===== config.mk =====
export PLATFORM = sky130hd
export DESIGN_NAME = calibrated_median5_filter_flat
export DESIGN_NICKNAME = d
export VERILOG_FILES = /design/src/design/cmf_pkg.sv /design/src/design/cmf_if.sv /design/src/design/cmf_div.sv /design/src/design/cmf_lane.sv /design/src/design/calibrated_median5_filter.sv /design/src/flat_wrapper.sv
export SDC_FILE = /design/constraint.sdc
export NUM_CORES = 2
export LEC_CHECK = 0
export BUFFER_PORTS_ARGS = -buffer_cell sky130_fd_sc_hd__buf_2
export CORE_UTILIZATION = 45
export DETAILED_ROUTE_END_ITERATION = 7
export PLACE_DENSITY = 0.73
export SLEW_MARGIN = 25
export SYNTH_ARGS = -nofsm -noshare
export SYNTH_HDL_FRONTEND = slang
export SYNTH_SLANG_ARGS = --single-unit

===== constraint.sdc =====
create_clock -name clk -period 4.8 [get_ports clk]
set_input_delay 0.48 -clock clk [delete_from_list [all_inputs] [get_ports clk]]
set_output_delay 0.48 -clock clk [all_outputs]
set_load 0.02 [all_outputs]

===== src/design/cmf_pkg.sv =====
package cmf_pkg;

  // Field and arithmetic widths.
  localparam int DATA_W    = 16;
  localparam int DIFF_W    = DATA_W + 1;
  localparam int FRAC_W    = 8;
  localparam int SPAN_W    = 16;
  localparam int NUM_W     = DATA_W + FRAC_W;
  localparam int DIV_STEPS = NUM_W / 2;
  localparam int STEP_W    = $clog2(DIV_STEPS);

  // Sliding window geometry. The two middle ranks coincide for an odd length.
  localparam int WIN_LEN = 5;
  localparam int RANK_W  = $clog2(WIN_LEN);
  localparam int LO_RANK = (WIN_LEN - 1) / 2;
  localparam int HI_RANK = WIN_LEN / 2;

  localparam int NUM_AXES  = 3;
  localparam int CFG_IDX_W = 3;

  typedef logic signed [DATA_W-1:0] sample_t;
  typedef logic [SPAN_W-1:0]        span_t;
  typedef logic [CFG_IDX_W-1:0]     cfg_idx_t;

  // Configuration register map.
  localparam cfg_idx_t REG_OFFSET_X = cfg_idx_t'(0);
  localparam cfg_idx_t REG_OFFSET_Y = cfg_idx_t'(1);
  localparam cfg_idx_t REG_OFFSET_Z = cfg_idx_t'(2);
  localparam cfg_idx_t REG_SPAN_X   = cfg_idx_t'(3);
  localparam cfg_idx_t REG_SPAN_Y   = cfg_idx_t'(4);
  localparam cfg_idx_t REG_SPAN_Z   = cfg_idx_t'(5);

  localparam span_t   SPAN_RESET = span_t'(256);
  localparam sample_t SAT_MAX    = {1'b0, {(DATA_W-1){1'b1}}};
  localparam sample_t SAT_MIN    = {1'b1, {(DATA_W-1){1'b0}}};

  // Top-level sequencing states.
  typedef enum logic [2:0] {
    S_IDLE = 3'b001,
    S_RUN  = 3'b010,
    S_HOLD = 3'b100
  } state_t;

endpackage


===== src/design/cmf_if.sv =====
// Input channel: one raw three-axis sample per beat.
interface cmf_in_if;
  logic                  valid;
  logic                  ready;
  cmf_pkg::sample_t      raw_x;
  cmf_pkg::sample_t      raw_y;
  cmf_pkg::sample_t      raw_z;

  modport source (output valid, output raw_x, output raw_y, output raw_z, input ready);
  modport sink   (input valid, input raw_x, input raw_y, input raw_z, output ready);
endinterface

// Result channel: one set of three medians per beat.
interface cmf_out_if;
  logic                  valid;
  logic                  ready;
  cmf_pkg::sample_t      median_x;
  cmf_pkg::sample_t      median_y;
  cmf_pkg::sample_t      median_z;

  modport source (output valid, output median_x, output median_y, output median_z,
                  input ready);
  modport sink   (input valid, input median_x, input median_y, input median_z,
                  output ready);
endinterface

// Configuration write channel: register index and data per beat.
interface cmf_cfg_if;
  logic                        valid;
  logic                        ready;
  cmf_pkg::cfg_idx_t           index;
  logic [cmf_pkg::DATA_W-1:0]  data;

  modport source (output valid, output index, output data, input ready);
  modport sink   (input valid, input index, input data, output ready);
endinterface


===== src/design/cmf_div.sv =====
// Signed Q8.8 correction divider: (diff * 256) / span, truncated toward
// zero and saturated to 16 bits signed. Restoring division on the
// magnitude, two quotient bits per cycle.
module cmf_div (
  input  logic                                 clk,
  input  logic                                 rst_n,
  input  logic                                 start,
  input  logic signed [cmf_pkg::DIFF_W-1:0]    diff,
  input  cmf_pkg::span_t                       span,
  output logic                                 done,
  output cmf_pkg::sample_t                     quot
);

  localparam logic [cmf_pkg::NUM_W-1:0] NEG_LIM =
    {{(cmf_pkg::NUM_W-cmf_pkg::DATA_W){1'b0}}, 1'b1, {(cmf_pkg::DATA_W-1){1'b0}}};
  localparam logic [cmf_pkg::NUM_W-1:0] POS_LIM = NEG_LIM - 1'b1;

  // One restoring step: returns the quotient bit above the new remainder.
  function automatic logic [cmf_pkg::SPAN_W:0] div_step(
    input logic [cmf_pkg::SPAN_W-1:0] rem,
    input logic                       nb,
    input cmf_pkg::span_t             dv
  );
    logic [cmf_pkg::SPAN_W:0] trial;
    logic [cmf_pkg::SPAN_W:0] sub;
    trial = {rem, nb};
    sub   = trial - {1'b0, dv};
    if (trial >= {1'b0, dv}) begin
      return {1'b1, sub[cmf_pkg::SPAN_W-1:0]};
    end
    return {1'b0, trial[cmf_pkg::SPAN_W-1:0]};
  endfunction

  logic                          busy_r;
  logic                          fin_r;
  logic                          done_r;
  logic [cmf_pkg::STEP_W-1:0]    cnt_r;
  logic [cmf_pkg::SPAN_W-1:0]    rem_r;
  logic [cmf_pkg::NUM_W-1:0]     num_r;
  cmf_pkg::span_t                span_r;
  logic                          neg_r;
  logic                          zero_r;
  cmf_pkg::sample_t              quot_r;

  logic [cmf_pkg::DIFF_W-1:0]    mag;
  logic [cmf_pkg::SPAN_W:0]      s1;
  logic [cmf_pkg::SPAN_W:0]      s2;
  logic [cmf_pkg::NUM_W-1:0]     neg_q;
  cmf_pkg::sample_t              sat_q;

  // Magnitude of the incoming difference; it always fits in 16 bits.
  assign mag = diff[cmf_pkg::DIFF_W-1] ? (cmf_pkg::DIFF_W'(0) - diff) : diff;

  // Two chained restoring steps per cycle.
  assign s1 = div_step(rem_r, num_r[cmf_pkg::NUM_W-1], span_r);
  assign s2 = div_step(s1[cmf_pkg::SPAN_W-1:0], num_r[cmf_pkg::NUM_W-2], span_r);

  // Sign and saturation of the finished quotient held in num_r.
  assign neg_q = cmf_pkg::NUM_W'(0) - num_r;
  always_comb begin
    if (zero_r) begin
      sat_q = '0;
    end else if (neg_r) begin
      sat_q = (num_r > NEG_LIM) ? cmf_pkg::SAT_MIN : neg_q[cmf_pkg::DATA_W-1:0];
    end else begin
      sat_q = (num_r > POS_LIM) ? cmf_pkg::SAT_MAX : num_r[cmf_pkg::DATA_W-1:0];
    end
  end

  // Control sequencing.
  always_ff @(posedge clk) begin
    if (!rst_n) begin
      busy_r <= 1'b0;
      fin_r  <= 1'b0;
      done_r <= 1'b0;
      cnt_r  <= '0;
    end else begin
      fin_r  <= 1'b0;
      done_r <= fin_r;
      if (start) begin
        busy_r <= 1'b1;
        cnt_r  <= cmf_pkg::STEP_W'(cmf_pkg::DIV_STEPS - 1);
      end else if (busy_r) begin
        if (cnt_r == '0) begin
          busy_r <= 1'b0;
          fin_r  <= 1'b1;
        end else begin
          cnt_r <= cnt_r - 1'b1;
        end
      end
    end
  end

  // Datapath: quotient bits shift into the low end of num_r.
  always_ff @(posedge clk) begin
    if (start) begin
      rem_r  <= '0;
      num_r  <= {mag[cmf_pkg::DATA_W-1:0], {cmf_pkg::FRAC_W{1'b0}}};
      span_r <= span;
      neg_r  <= diff[cmf_pkg::DIFF_W-1];
      zero_r <= (diff == '0);
    end else if (busy_r) begin
      rem_r <= s2[cmf_pkg::SPAN_W-1:0];
      num_r <= {num_r[cmf_pkg::NUM_W-3:0], s1[cmf_pkg::SPAN_W], s2[cmf_pkg::SPAN_W]};
    end
    if (fin_r) begin
      quot_r <= sat_q;
    end
  end

  assign done = done_r;
  assign quot = quot_r;

endmodule


===== src/design/cmf_lane.sv =====
// One axis lane: offset subtract, divide, window shift, rank and pick
// the median.
module cmf_lane (
  input  logic                 clk,
  input  logic                 rst_n,
  input  logic                 start,
  input  cmf_pkg::sample_t     raw,
  input  cmf_pkg::sample_t     offset,
  input  cmf_pkg::span_t       span,
  output logic                 done,
  output cmf_pkg::sample_t     median
);

  logic signed [cmf_pkg::DIFF_W-1:0] diff;
  logic                              div_done;
  cmf_pkg::sample_t                  div_quot;

  cmf_pkg::sample_t                  win_r  [cmf_pkg::WIN_LEN];
  logic [cmf_pkg::RANK_W-1:0]        rank_c [cmf_pkg::WIN_LEN];
  logic [cmf_pkg::RANK_W-1:0]        rank_r [cmf_pkg::WIN_LEN];
  logic                              rank_go_r;
  logic                              pick_go_r;
  logic                              done_r;
  cmf_pkg::sample_t                  med_r;

  cmf_pkg::sample_t                  lo_val;
  cmf_pkg::sample_t                  hi_val;
  logic signed [cmf_pkg::DIFF_W-1:0] mid_sum;

  // Exact 17-bit difference.
  assign diff = {raw[cmf_pkg::DATA_W-1], raw} - {offset[cmf_pkg::DATA_W-1], offset};

  cmf_div u_div (
    .clk   (clk),
    .rst_n (rst_n),
    .start (start),
    .diff  (diff),
    .span  (span),
    .done  (div_done),
    .quot  (div_quot)
  );

  // The newest value enters at the front and the oldest drops out.
  always_ff @(posedge clk) begin
    if (!rst_n) begin
      for (int i = 0; i < cmf_pkg::WIN_LEN; i++) begin
        win_r[i] <= '0;
      end
    end else if (div_done) begin
      win_r[0] <= div_quot;
      for (int i = 1; i < cmf_pkg::WIN_LEN; i++) begin
        win_r[i] <= win_r[i-1];
      end
    end
  end

  // Sorted position of each entry; ties are broken by entry position, so
  // the ranks form a permutation.
  always_comb begin
    for (int i = 0; i < cmf_pkg::WIN_LEN; i++) begin
      rank_c[i] = '0;
      for (int j = 0; j < cmf_pkg::WIN_LEN; j++) begin
        if ((j != i) && ((win_r[j] < win_r[i]) || ((win_r[j] == win_r[i]) && (j < i)))) begin
          rank_c[i] = rank_c[i] + cmf_pkg::RANK_W'(1);
        end
      end
    end
  end

  // Pick the two middle entries and take the floor of their mean.
  always_comb begin
    lo_val = '0;
    hi_val = '0;
    for (int i = 0; i < cmf_pkg::WIN_LEN; i++) begin
      if (rank_r[i] == cmf_pkg::RANK_W'(cmf_pkg::LO_RANK)) begin
        lo_val = win_r[i];
      end
      if (rank_r[i] == cmf_pkg::RANK_W'(cmf_pkg::HI_RANK)) begin
        hi_val = win_r[i];
      end
    end
  end
  assign mid_sum = {lo_val[cmf_pkg::DATA_W-1], lo_val} + {hi_val[cmf_pkg::DATA_W-1], hi_val};

  // Stage control.
  always_ff @(posedge clk) begin
    if (!rst_n) begin
      rank_go_r <= 1'b0;
      pick_go_r <= 1'b0;
      done_r    <= 1'b0;
    end else begin
      rank_go_r <= div_done;
      pick_go_r <= rank_go_r;
      done_r    <= pick_go_r;
    end
  end

  // Rank and median registers.
  always_ff @(posedge clk) begin
    if (rank_go_r) begin
      for (int i = 0; i < cmf_pkg::WIN_LEN; i++) begin
        rank_r[i] <= rank_c[i];
      end
    end
    if (pick_go_r) begin
      med_r <= mid_sum[cmf_pkg::DIFF_W-1:1];
    end
  end

  assign done   = done_r;
  assign median = med_r;

endmodule


===== src/design/calibrated_median5_filter.sv =====
// Channel  Dir  Fields                          Beat taken when
// in_ch    in   raw_x, raw_y, raw_z             in_ch.valid && in_ch.ready
// out_ch   out  median_x, median_y, median_z    out_ch.valid && out_ch.ready
// cfg_ch   in   index, data                     cfg_ch.valid && cfg_ch.ready
//
// An input beat passes from acceptance to a loaded result through the
// per-axis divider (two quotient bits a cycle over 24 bits), then
// saturation, window shift, ranking, median pick and the output load, each
// registered. The next input is taken the cycle after that load; a stalled
// output that is still full when the lanes finish holds the new result, and
// the input, until it drains.
// Reset is synchronous and active low; it clears the windows to zero and
// loads offsets of 0 and spans of unity. Configuration is always ready.
module calibrated_median5_filter (
  input  logic       clk,
  input  logic       rst_n,
  cmf_in_if.sink     in_ch,
  cmf_out_if.source  out_ch,
  cmf_cfg_if.sink    cfg_ch
);

  cmf_pkg::state_t   state_r;
  cmf_pkg::state_t   state_nxt;

  cmf_pkg::sample_t  off_r    [cmf_pkg::NUM_AXES];
  cmf_pkg::span_t    span_r   [cmf_pkg::NUM_AXES];
  cmf_pkg::sample_t  raw_a    [cmf_pkg::NUM_AXES];
  cmf_pkg::sample_t  lane_med [cmf_pkg::NUM_AXES];
  cmf_pkg::sample_t  med_out_r[cmf_pkg::NUM_AXES];
  logic [cmf_pkg::NUM_AXES-1:0] lane_done;

  logic in_fire;
  logic cfg_fire;
  logic out_free;
  logic load;
  logic out_valid_r;
  logic out_valid_nxt;

  assign in_fire  = in_ch.valid && in_ch.ready;
  assign cfg_fire = cfg_ch.valid && cfg_ch.ready;
  assign out_free = !out_valid_r || out_ch.ready;

  assign in_ch.ready  = (state_r == cmf_pkg::S_IDLE);
  assign cfg_ch.ready = 1'b1;

  assign raw_a[0] = in_ch.raw_x;
  assign raw_a[1] = in_ch.raw_y;
  assign raw_a[2] = in_ch.raw_z;

  // Configuration registers.
  always_ff @(posedge clk) begin
    if (!rst_n) begin
      for (int a = 0; a < cmf_pkg::NUM_AXES; a++) begin
        off_r[a]  <= '0;
        span_r[a] <= cmf_pkg::SPAN_RESET;
      end
    end else if (cfg_fire) begin
      case (cfg_ch.index)
        cmf_pkg::REG_OFFSET_X: off_r[0]  <= cfg_ch.data;
        cmf_pkg::REG_OFFSET_Y: off_r[1]  <= cfg_ch.data;
        cmf_pkg::REG_OFFSET_Z: off_r[2]  <= cfg_ch.data;
        cmf_pkg::REG_SPAN_X:   span_r[0] <= cfg_ch.data;
        cmf_pkg::REG_SPAN_Y:   span_r[1] <= cfg_ch.data;
        cmf_pkg::REG_SPAN_Z:   span_r[2] <= cfg_ch.data;
        default: ;
      endcase
    end
  end

  // One lane per axis, all started by the same input beat.
  for (genvar a = 0; a < cmf_pkg::NUM_AXES; a++) begin : g_lane
    cmf_lane u_lane (
      .clk    (clk),
      .rst_n  (rst_n),
      .start  (in_fire),
      .raw    (raw_a[a]),
      .offset (off_r[a]),
      .span   (span_r[a]),
      .done   (lane_done[a]),
      .median (lane_med[a])
    );
  end

  // Sequencing: wait for the lanes, then merge their medians into the
  // output register as soon as it is free.
  always_comb begin
    state_nxt = state_r;
    load      = 1'b0;
    case (state_r)
      cmf_pkg::S_IDLE: begin
        if (in_fire) begin
          state_nxt = cmf_pkg::S_RUN;
        end
      end
      cmf_pkg::S_RUN: begin
        if (&lane_done) begin
          if (out_free) begin
            load      = 1'b1;
            state_nxt = cmf_pkg::S_IDLE;
          end else begin
            state_nxt = cmf_pkg::S_HOLD;
          end
        end
      end
      cmf_pkg::S_HOLD: begin
        if (out_free) begin
          load      = 1'b1;
          state_nxt = cmf_pkg::S_IDLE;
        end
      end
      default: begin
        state_nxt = cmf_pkg::S_IDLE;
      end
    endcase
  end

  always_comb begin
    if (load) begin
      out_valid_nxt = 1'b1;
    end else if (out_ch.ready) begin
      out_valid_nxt = 1'b0;
    end else begin
      out_valid_nxt = out_valid_r;
    end
  end

  always_ff @(posedge clk) begin
    if (!rst_n) begin
      state_r     <= cmf_pkg::S_IDLE;
      out_valid_r <= 1'b0;
    end else begin
      state_r     <= state_nxt;
      out_valid_r <= out_valid_nxt;
    end
  end

  // Output register.
  always_ff @(posedge clk) begin
    if (load) begin
      for (int a = 0; a < cmf_pkg::NUM_AXES; a++) begin
        med_out_r[a] <= lane_med[a];
      end
    end
  end

  assign out_ch.valid    = out_valid_r;
  assign out_ch.median_x = med_out_r[0];
  assign out_ch.median_y = med_out_r[1];
  assign out_ch.median_z = med_out_r[2];

  // The lanes run in lockstep and finish together.
  a_lanes_lockstep: assert property (@(posedge clk) disable iff (!rst_n)
    (|lane_done) |-> (&lane_done))
    else $error("lanes finished out of step");

  // Lane results only arrive while a sample is in flight.
  a_done_in_run: assert property (@(posedge clk) disable iff (!rst_n)
    (|lane_done) |-> (state_r == cmf_pkg::S_RUN))
    else $error("lane result outside of a running sample");

  // An accepted sample always starts a run.
  a_fire_runs: assert property (@(posedge clk) disable iff (!rst_n)
    in_fire |=> (state_r == cmf_pkg::S_RUN) && !in_ch.ready)
    else $error("accepted sample did not start a run");

endmodule

===== src/flat_wrapper.sv =====
// flat-port wrapper written by rule: the top's interface ports become plain ports
module calibrated_median5_filter_flat 
  (clk, rst_n, in_ch_valid, in_ch_raw_x, in_ch_raw_y, in_ch_raw_z, in_ch_ready, out_ch_valid, out_ch_median_x, out_ch_median_y, out_ch_median_z, out_ch_ready, cfg_ch_valid, cfg_ch_index, cfg_ch_data, cfg_ch_ready);
  cmf_in_if in_ch_i ();
  cmf_out_if out_ch_i ();
  cmf_cfg_if cfg_ch_i ();
  input  logic clk;
  input  logic rst_n;
  input wire logic [$bits(in_ch_i.valid)-1:0] in_ch_valid;
  input wire logic [$bits(in_ch_i.raw_x)-1:0] in_ch_raw_x;
  input wire logic [$bits(in_ch_i.raw_y)-1:0] in_ch_raw_y;
  input wire logic [$bits(in_ch_i.raw_z)-1:0] in_ch_raw_z;
  output wire logic [$bits(in_ch_i.ready)-1:0] in_ch_ready;
  output wire logic [$bits(out_ch_i.valid)-1:0] out_ch_valid;
  output wire logic [$bits(out_ch_i.median_x)-1:0] out_ch_median_x;
  output wire logic [$bits(out_ch_i.median_y)-1:0] out_ch_median_y;
  output wire logic [$bits(out_ch_i.median_z)-1:0] out_ch_median_z;
  input wire logic [$bits(out_ch_i.ready)-1:0] out_ch_ready;
  input wire logic [$bits(cfg_ch_i.valid)-1:0] cfg_ch_valid;
  input wire logic [$bits(cfg_ch_i.index)-1:0] cfg_ch_index;
  input wire logic [$bits(cfg_ch_i.data)-1:0] cfg_ch_data;
  output wire logic [$bits(cfg_ch_i.ready)-1:0] cfg_ch_ready;
  assign in_ch_i.valid = in_ch_valid;
  assign in_ch_i.raw_x = in_ch_raw_x;
  assign in_ch_i.raw_y = in_ch_raw_y;
  assign in_ch_i.raw_z = in_ch_raw_z;
  assign in_ch_ready = in_ch_i.ready;
  assign out_ch_valid = out_ch_i.valid;
  assign out_ch_median_x = out_ch_i.median_x;
  assign out_ch_median_y = out_ch_i.median_y;
  assign out_ch_median_z = out_ch_i.median_z;
  assign out_ch_i.ready = out_ch_ready;
  assign cfg_ch_i.valid = cfg_ch_valid;
  assign cfg_ch_i.index = cfg_ch_index;
  assign cfg_ch_i.data = cfg_ch_data;
  assign cfg_ch_ready = cfg_ch_i.ready;
  calibrated_median5_filter u_core (.clk(clk), .rst_n(rst_n), .in_ch(in_ch_i), .out_ch(out_ch_i), .cfg_ch(cfg_ch_i));
endmodule

# Word level (Yosys, flattened, before mapping)
# Memories as Yosys holds them, arrays and structs flattened. A register that Yosys moved wholly into a read port is not among the register bits.
# Cells that the tools add are included.
# W data, S select, Z words.
# op_classes
add_sub_neg	66
magnitude_cmp	72
eq_ne	59
mux	205
bitwise	28
reduce_logical	56
# op_table
operator	count
$lt A16 B16 Y1	60
$mux W16	48
$eq A16 B16 Y1	30
$mux W17	12
$mux W3	49
$mux W24	6
$add A3 B1 Y3 const B	39
$ge A17 B16 Y1	6
$sub A1 B16 Y16 const A	6
$sub A16 B16 Y16	6
$mux W1	79
$gt A24 B15 Y1 const B	3
$gt A24 B16 Y1 const B	3
$eq A3 B2 Y1 const B	18
$add A16 B16 Y17	3
$logic_not A17 Y1	3
$sub A16 B16 Y17	3
$mux W4	9
$logic_or A1 B1 Y1	31
$or A1 B1 Y1	21
$add A1 B1 Y2 const B	6
$logic_not A4 Y1	3
$reduce_and A2 Y1	6
$sub A4 B1 Y4 const B	3
14 further kinds	33
# totals
ff_bits	256
ramBits	429
inputBits	72
wordCells	542
n_memories	9
# memory_table
memory	words	width	read_ports	rd_ports_with_merged_regs	write_ports	line	text
u_core.g_lane[0].u_lane.win_r	5	16	5	0	5	cmf_lane.sv:18	cmf_pkg::sample_t win_r [cmf_pkg::WIN_LEN];
u_core.g_lane[1].u_lane.win_r	5	16	5	0	5	cmf_lane.sv:18	
u_core.g_lane[2].u_lane.win_r	5	16	5	0	5	cmf_lane.sv:18	
u_core.med_out_r	3	16	3	0	3	calibrated_median5_filter.sv:29	cmf_pkg::sample_t med_out_r[cmf_pkg::NUM_AXES];
u_core.off_r	3	16	3	0	3	calibrated_median5_filter.sv:25	cmf_pkg::sample_t off_r [cmf_pkg::NUM_AXES];
u_core.span_r	3	16	3	3	3	calibrated_median5_filter.sv:26	cmf_pkg::span_t span_r [cmf_pkg::NUM_AXES];
+3 memories	n/a	n/a	n/a	n/a	n/a	n/a	

# Logic depth before layout (Yosys ltp)
# An unclocked memory read counts as a cell.
# depth
depth_word	10
depth_mapped	25
mapped_depth_nobuf	22

# Hierarchy
# Synthesis repeated with hierarchy kept, for this count alone.
# unflattened
cells_unflattened	5236
area_unflattened_um2	51810.9
# by_module_without_submodules
mod	instances	cells_each	area_per_inst_um2	seq_area_each_um2
cmf_div at u_core.g_lane[0].u_lane.u_div ...	2	672	5936.9	2122.0
cmf_lane at u_core.g_lane[1].u_lane	1	1012	9795.6	3393.3
cmf_lane at u_core.g_lane[2].u_lane	1	1014	9791.9	3393.3
cmf_lane at u_core.g_lane[0].u_lane	1	1017	9778.1	3393.3
cmf_div at u_core.g_lane[2].u_lane.u_div	1	627	5696.7	2122.0
calibrated_median5_filter	1	222	4874.7	4404.2

# Worst setup path after synthesis
# No wires, ideal clock.
# synth_timing
path_type	reg-to-reg
startpoint	register u_core.g_lane[0].u_lane.u_div.span_r[1], read port of u_core.span_r
endpoint	register u_core.g_lane[0].u_lane.u_div.rem_r[9] (netlist name)
arrival_ns	5.079
slack_ns	-0.397
stages_incl_launch_ff	24
n_path_buf	4
period_less_slack_ns	5.197
cell_sequence	edfxtp_1 > inv_1 > ha_1 > nor2b_1 > o31a_1 > o41ai_1 > a21oi_1 > o31a_1 > nor2b_1 > buf_2 > buf_1 > mux2_2 > ha_1 > o21a_1 > o31a_1 > o221a_2 > o21ai_0 > a211oi_1 > o21ai_0 > o2111ai_1 > buf_2 > clkbuf_1 > nand3_1 > o2111a_1
# synth_between
elab_chain_cells	6
# synth_rtl
element	line	text
from (decl)	cmf_div.sv:40	cmf_pkg::span_t span_r;
$sub A16 B16 Y16 / $ge A17 B16 Y1 (equally long branches)	cmf_div.sv:27, cmf_div.sv:28	
$mux W17 / $mux W1 (equally long branches)	cmf_div.sv:28	if (trial >= {1'b0, dv}) begin
$mux W17	cmf_div.sv:31	return {1'b0, trial[cmf_pkg::SPAN_W-1:0]};
$sub A16 B16 Y16 / $ge A17 B16 Y1 (equally long branches)	cmf_div.sv:27, cmf_div.sv:28	
$mux W17 / $mux W1 (equally long branches)	cmf_div.sv:28	
$mux W17 (*)	cmf_div.sv:31	
to (signal assigned)	cmf_div.sv:103	rem_r <= s2[cmf_pkg::SPAN_W-1:0];
to (decl)	cmf_div.sv:38	logic [cmf_pkg::SPAN_W-1:0] rem_r;
# Mark *: on every way between the ends. The rest lies on a longest branch, timed or not. The select of a mux whose other input is x is not followed.
# A chain may end at the register's enable or synchronous reset.

# Final worst setup path
# layout_timing
startpoint	register u_core.g_lane[0].u_lane.u_div.span_r[2], read port of u_core.span_r
endpoint	register u_core.g_lane[0].u_lane.u_div.rem_r[1] (netlist name)
# layout_between
elab_chain_cells	6
# layout_rtl
element	line
$ge A17 B16 Y1 / $sub A16 B16 Y16 (equally long branches)	cmf_div.sv:28, cmf_div.sv:27
$mux W1 / $mux W17 (equally long branches)	cmf_div.sv:28
$mux W17	cmf_div.sv:31
$sub A16 B16 Y16 / $ge A17 B16 Y1 (equally long branches)	cmf_div.sv:27, cmf_div.sv:28
$mux W17 / $mux W1 (equally long branches)	cmf_div.sv:28
$mux W17 (*)	cmf_div.sv:31
# Marks and branches as above.

==> results.json <==
{
  "holdWs_ns": 0.1634,
  "syn_area_mm2": 0.05037,
  "avgRoutedWirePerCell_um": 18.39,
  "cp.required_ns": 5.31,
  "crit_path_cell_trace": "inv_1, ha_1, o21a_1, o31a_1, o41ai_4, a21oi_2, o31a_1, nor2b_4, mux2i_4, ha_4, nor2b_4, o31a_1, o221a_4, o21ai_4, a211oi_2, o21ai_1, o2111ai_2, buf_6, mux2_4, mux2i_1, nor2_1",
  "path_class": "reg -> reg",
  "coreArea_mm2": 0.1108,
  "cp_common_cell": "o31a_1",
  "yosys-top-cells-area": "edfxtp_1 37%, ha_1 17%, dfxtp_1 4.2%, a21oi_1 3.3%, inv_1 3.2%",
  "grt_overflow": 0,
  "grt_pass1_vias": 36440,
  "synth-edff-count": 627,
  "die_w_um": 336.6,
  "r2r-start": "u_core.g_lane[0].u_lane.u_div.span_r[2]$_DFFE_PP_",
  "ctsHtreeMaxLevel": 3,
  "rrSetupSlack_ns": 0.08,
  "via_count": 38470,
  "cp-start-kind": "register",
  "die_y_um": 336.6,
  "slew_violations": 0,
  "fmax_ghz": 0.2117,
  "drt_iter0_markers": 3020,
  "antenna_found_initial": 2,
  "synth_area_per_cell_um2": 10.03,
  "worstMarginPinSlew_ns": 1.001,
  "cts_hold_buf": 0,
  "async_reset_ff_frac": 0,
  "hold_path_class": "in -> reg",
  "io_buffers": 121,
  "fin_nets": 5907,
  "ys_warn_count": 0,
  "syn_to_final_growth_pct": 11.82,
  "post-route-min-period_ns": 4.723,
  "design_area_mm2": 0.05632,
  "ant_nets": 0,
  "worst_r2r_path_depth": 21,
  "p_leak_nw": 23.93,
  "cts_tree": "yes",
  "start_util": 0.4545,
  "clkTransAtPathRegs_ns": 0.06,
  "cts_sinks": 733,
  "finalSetupViolCount": 0,
  "cts_max_path_buffers": 3,
  "synth_top_cell_by_area": "edfxtp_1",
  "grt_start_max_net_pins": 159,
  "synth_seq_area_share": 0.4159,
  "yosysUniqueCellTypes": 78,
  "io_pins": 123,
  "worst_setup_path_end_kind": "register",
  "power.total_w": 0.02448,
  "yosysTopAreaCellShare": 0.3738,
  "hold_end": "u_core.state_r[2]$_SDFFE_PN0P_",
  "crit_path_top_delay_cell": "edfxtp_1",
  "drc": 0,
  "grt_use_total": 0.2120,
  "rsz0062_at_grt": "yes",
  "grt_pass1_wl_mm": 193.6,
  "synth_flop_cell": "edfxtp_1",
  "finalWeightedCongestion": 0.9287,
  "insertedDiodeCount": 0,
  "slew_headroom": 0.3297,
  "slowest_delay_ns": 0.36,
  "placed_cell_area_mm2": 0.05304,
  "finalHoldViolCount": 0,
  "clk_latency_ns": 0.66,
  "drive_above_1_share": 0.09979,
  "die-area_mm2": 0.1133,
  "fp-row-count": 122,
  "cts_buffers": 81,
  "dpl.hpwl_mm": 92.41,
  "root_buffer": "clkbuf_16",
  "finalClockSkew_ns": 0.04070,
  "status": "completed",
  "post-place-cells": 6539,
  "min-delay-start": "out_ch_ready",
  "r2r-end": "u_core.g_lane[0].u_lane.u_div.rem_r[1]$_SDFFE_PP0P_",
  "seqCellArea_mm2": 0.02096,
  "whs_path_depth": 4,
  "fillers": 9872,
  "multiInputGateArea_mm2": 0.02769,
  "period_share": 0.9840,
  "synth_seq_cells": 733,
  "totalWireLength_mm": 123.2,
  "power_density_mw_per_mm2": 434.7,
  "syn_inst": 5022,
  "dr.pass1.iters": 6,
  "max_cap_viol_count": 0,
  "synth_nets": 5784,
  "stdcell_count": 6699,
  "max-vdd-ir-drop_mv": 0.3071,
  "worstPathArrival_ns": 5.23,
  "viasPerCell": 5.743,
  "path_max_fanout": 4
}
==> worst max-delay path, delay by kind of cell (launching register included) <==
family	cells	cell delay, ns
compound gates	11	2.21
mux	3	0.75
fa+ha+maj	2	0.50
simple gates	3	0.41
flops	1	0.36
buf+inv	2	0.32
==> where the power goes <==
group	internal, W	leakage [nW]	switching, W
logic	0.00451	15.6	0.00549
registers	0.00751	7.00	0.000532
clock network	0.00377	1.34	0.00268
==> worst max path at each step <==
stage / startpoint / to / slack (ns) / depth (start not counted)
after CTS: u_core.g_lane[0].u_lane.u_div.rem_r[0]$_SDFFE_PP0P_ / u_core.g_lane[0].u_lane.u_div.rem_r[1]$_SDFFE_PP0P_ / 0.01 / 20
after global routing: u_core.g_lane[0].u_lane.u_div.span_r[1]$_DFFE_PP_ / u_core.g_lane[0].u_lane.u_div.rem_r[1]$_SDFFE_PP0P_ / -0.1 / 22
after floorplan: u_core.g_lane[0].u_lane.u_div.span_r[1]$_DFFE_PP_ / u_core.g_lane[0].u_lane.u_div.num_r[0]$_SDFFE_PP0P_ / 0.05 / 23
final: u_core.g_lane[0].u_lane.u_div.span_r[2]$_DFFE_PP_ / u_core.g_lane[0].u_lane.u_div.rem_r[1]$_SDFFE_PP0P_ / 0.08 / 21
after global placement: u_core.g_lane[0].u_lane.u_div.span_r[1]$_DFFE_PP_ / u_core.g_lane[0].u_lane.u_div.rem_r[1]$_SDFFE_PP0P_ / 0.03 / 21
after detailed placement: u_core.g_lane[2].u_lane.u_div.span_r[7]$_DFFE_PP_ / u_core.g_lane[2].u_lane.u_div.rem_r[0]$_SDFFE_PP0P_ / -0.04 / 20
==> area by class of cell <==
class                      instances  area share
timing repair buffer             217     0.02579
clock buffer                     109     0.04072
multi-input combinational       3686      0.4915
inverter                         426     0.02848
sequential                       733      0.3721
tap                             1488     0.03306
clock inverter                    40    0.008264
==> layout by cell type (no fill, tap or decap), types with 15 or more instances in the layout <==
cell type / Yosys / layout
or2_2: 18 / 18
or3_1: 25 / 23
edfxtp_1: 627 / 627
xor2_1: 79 / 79
inv_1: 425 / 422
a21boi_0: 18 / 18
a21oi_1: 336 / 327
o211ai_1: 22 / 22
a21o_1: 92 / 92
buf_2: 6 / 120
a211oi_1: 136 / 129
o21ai_1: 6 / 15
nand4_1: 103 / 103
ha_1: 681 / 670
nor2b_1: 86 / 83
mux2i_1: 69 / 68
and2_1: 52 / 52
o21bai_1: 17 / 16
buf_4: 1 / 82
and3_1: 254 / 253
dfxtp_1: 106 / 98
a31oi_1: 47 / 47
nand2b_1: 67 / 64
nor3_1: 60 / 57
nand4b_1: 17 / 17
mux2_2: 33 / 32
a22oi_1: 48 / 48
o21ai_0: 281 / 265
nand3_1: 107 / 107
nor2_1: 339 / 337
xnor2_1: 127 / 127
nor4_1: 26 / 25
clkbuf_16: 0 / 82
o21a_1: 107 / 107
nand2_1: 206 / 204
nor3b_1: 28 / 18
==> state kept, by name, summed over array words and instances, names as in the netlist, 12 cells and up <==
signal / count
u_core.med_out_r: 48
u_core.g_lane.u_lane.u_div.num_r: 72
u_core.g_lane.u_lane.u_div.span_r: 48
u_core.off_r: 48
u_core.g_lane.u_lane.u_div.quot: 48
u_core.span_r: 48
u_core.g_lane.u_lane.median: 48
u_core.g_lane.u_lane.u_div.cnt_r: 12
u_core.g_lane.u_lane.rank_r: 45
u_core.g_lane.u_lane.u_div.rem_r: 48
u_core.g_lane.u_lane.win_r: 240
==> synthesized netlist by cell type, types with 22 or more instances <==
cell type	number
ha_1	681
edfxtp_1	627
inv_1	425
nor2_1	339
a21oi_1	336
o21ai_0	281
and3_1	254
nand2_1	206
clkbuf_1	161
a211oi_1	136
xnor2_1	127
nand3_1	107
o21a_1	107
dfxtp_1	106
nand4_1	103
a21o_1	92
nor2b_1	86
xor2_1	79
mux2i_1	69
nand2b_1	67
nor3_1	60
and2_1	52
a22oi_1	48
a31oi_1	47
mux2_2	33
nor3b_1	28
nor4_1	26
or3_1	25
o211ai_1	22
==> stage by stage <==
| step | util | TNS (ns) | setup slack (ns) |
|---|---|---|---|
| finish | 0.5082 | 0 | 0.07702 |
| global route | 0.5082 | -0.4845 | -0.09723 |
| CTS | 0.5036 | 0 | 0.01107 |
| detailed placement | 0.4786 | -0.08652 | -0.04402 |
| global placement | 0.4783 | 0 | 0.02799 |
| floorplan | - | 0 | 0.04844 |
==> per-layer routing <==
metal,share of wire,GRT usage
met5,0.000089,0
met4,0.020,0.05174
met3,0.058,0.03117
met2,0.44,0.3248
met1,0.48,0.3123
==> cell families after synthesis <==
group | Yosys count | synth area share
AOI/OAI and AO/OA | 1239 | 0.1555
xor gates and xnor gates | 206 | 0.03582
adders and majority gates | 690 | 0.1727
buffers and inverters | 603 | 0.04516
DFF | 733 | 0.4159
muxes | 102 | 0.02109
other | 1 | 0.00007445
and+or+nand+nor | 1448 | 0.1536
==> timing repair <==
item	CTS	global route
pin swaps	1	20
endpoints found under the setup margin	4	50
gates resized for setup	3	76
buffers inserted	0	9
gates cloned	0	0
Power figures use the tool's default switching activity.
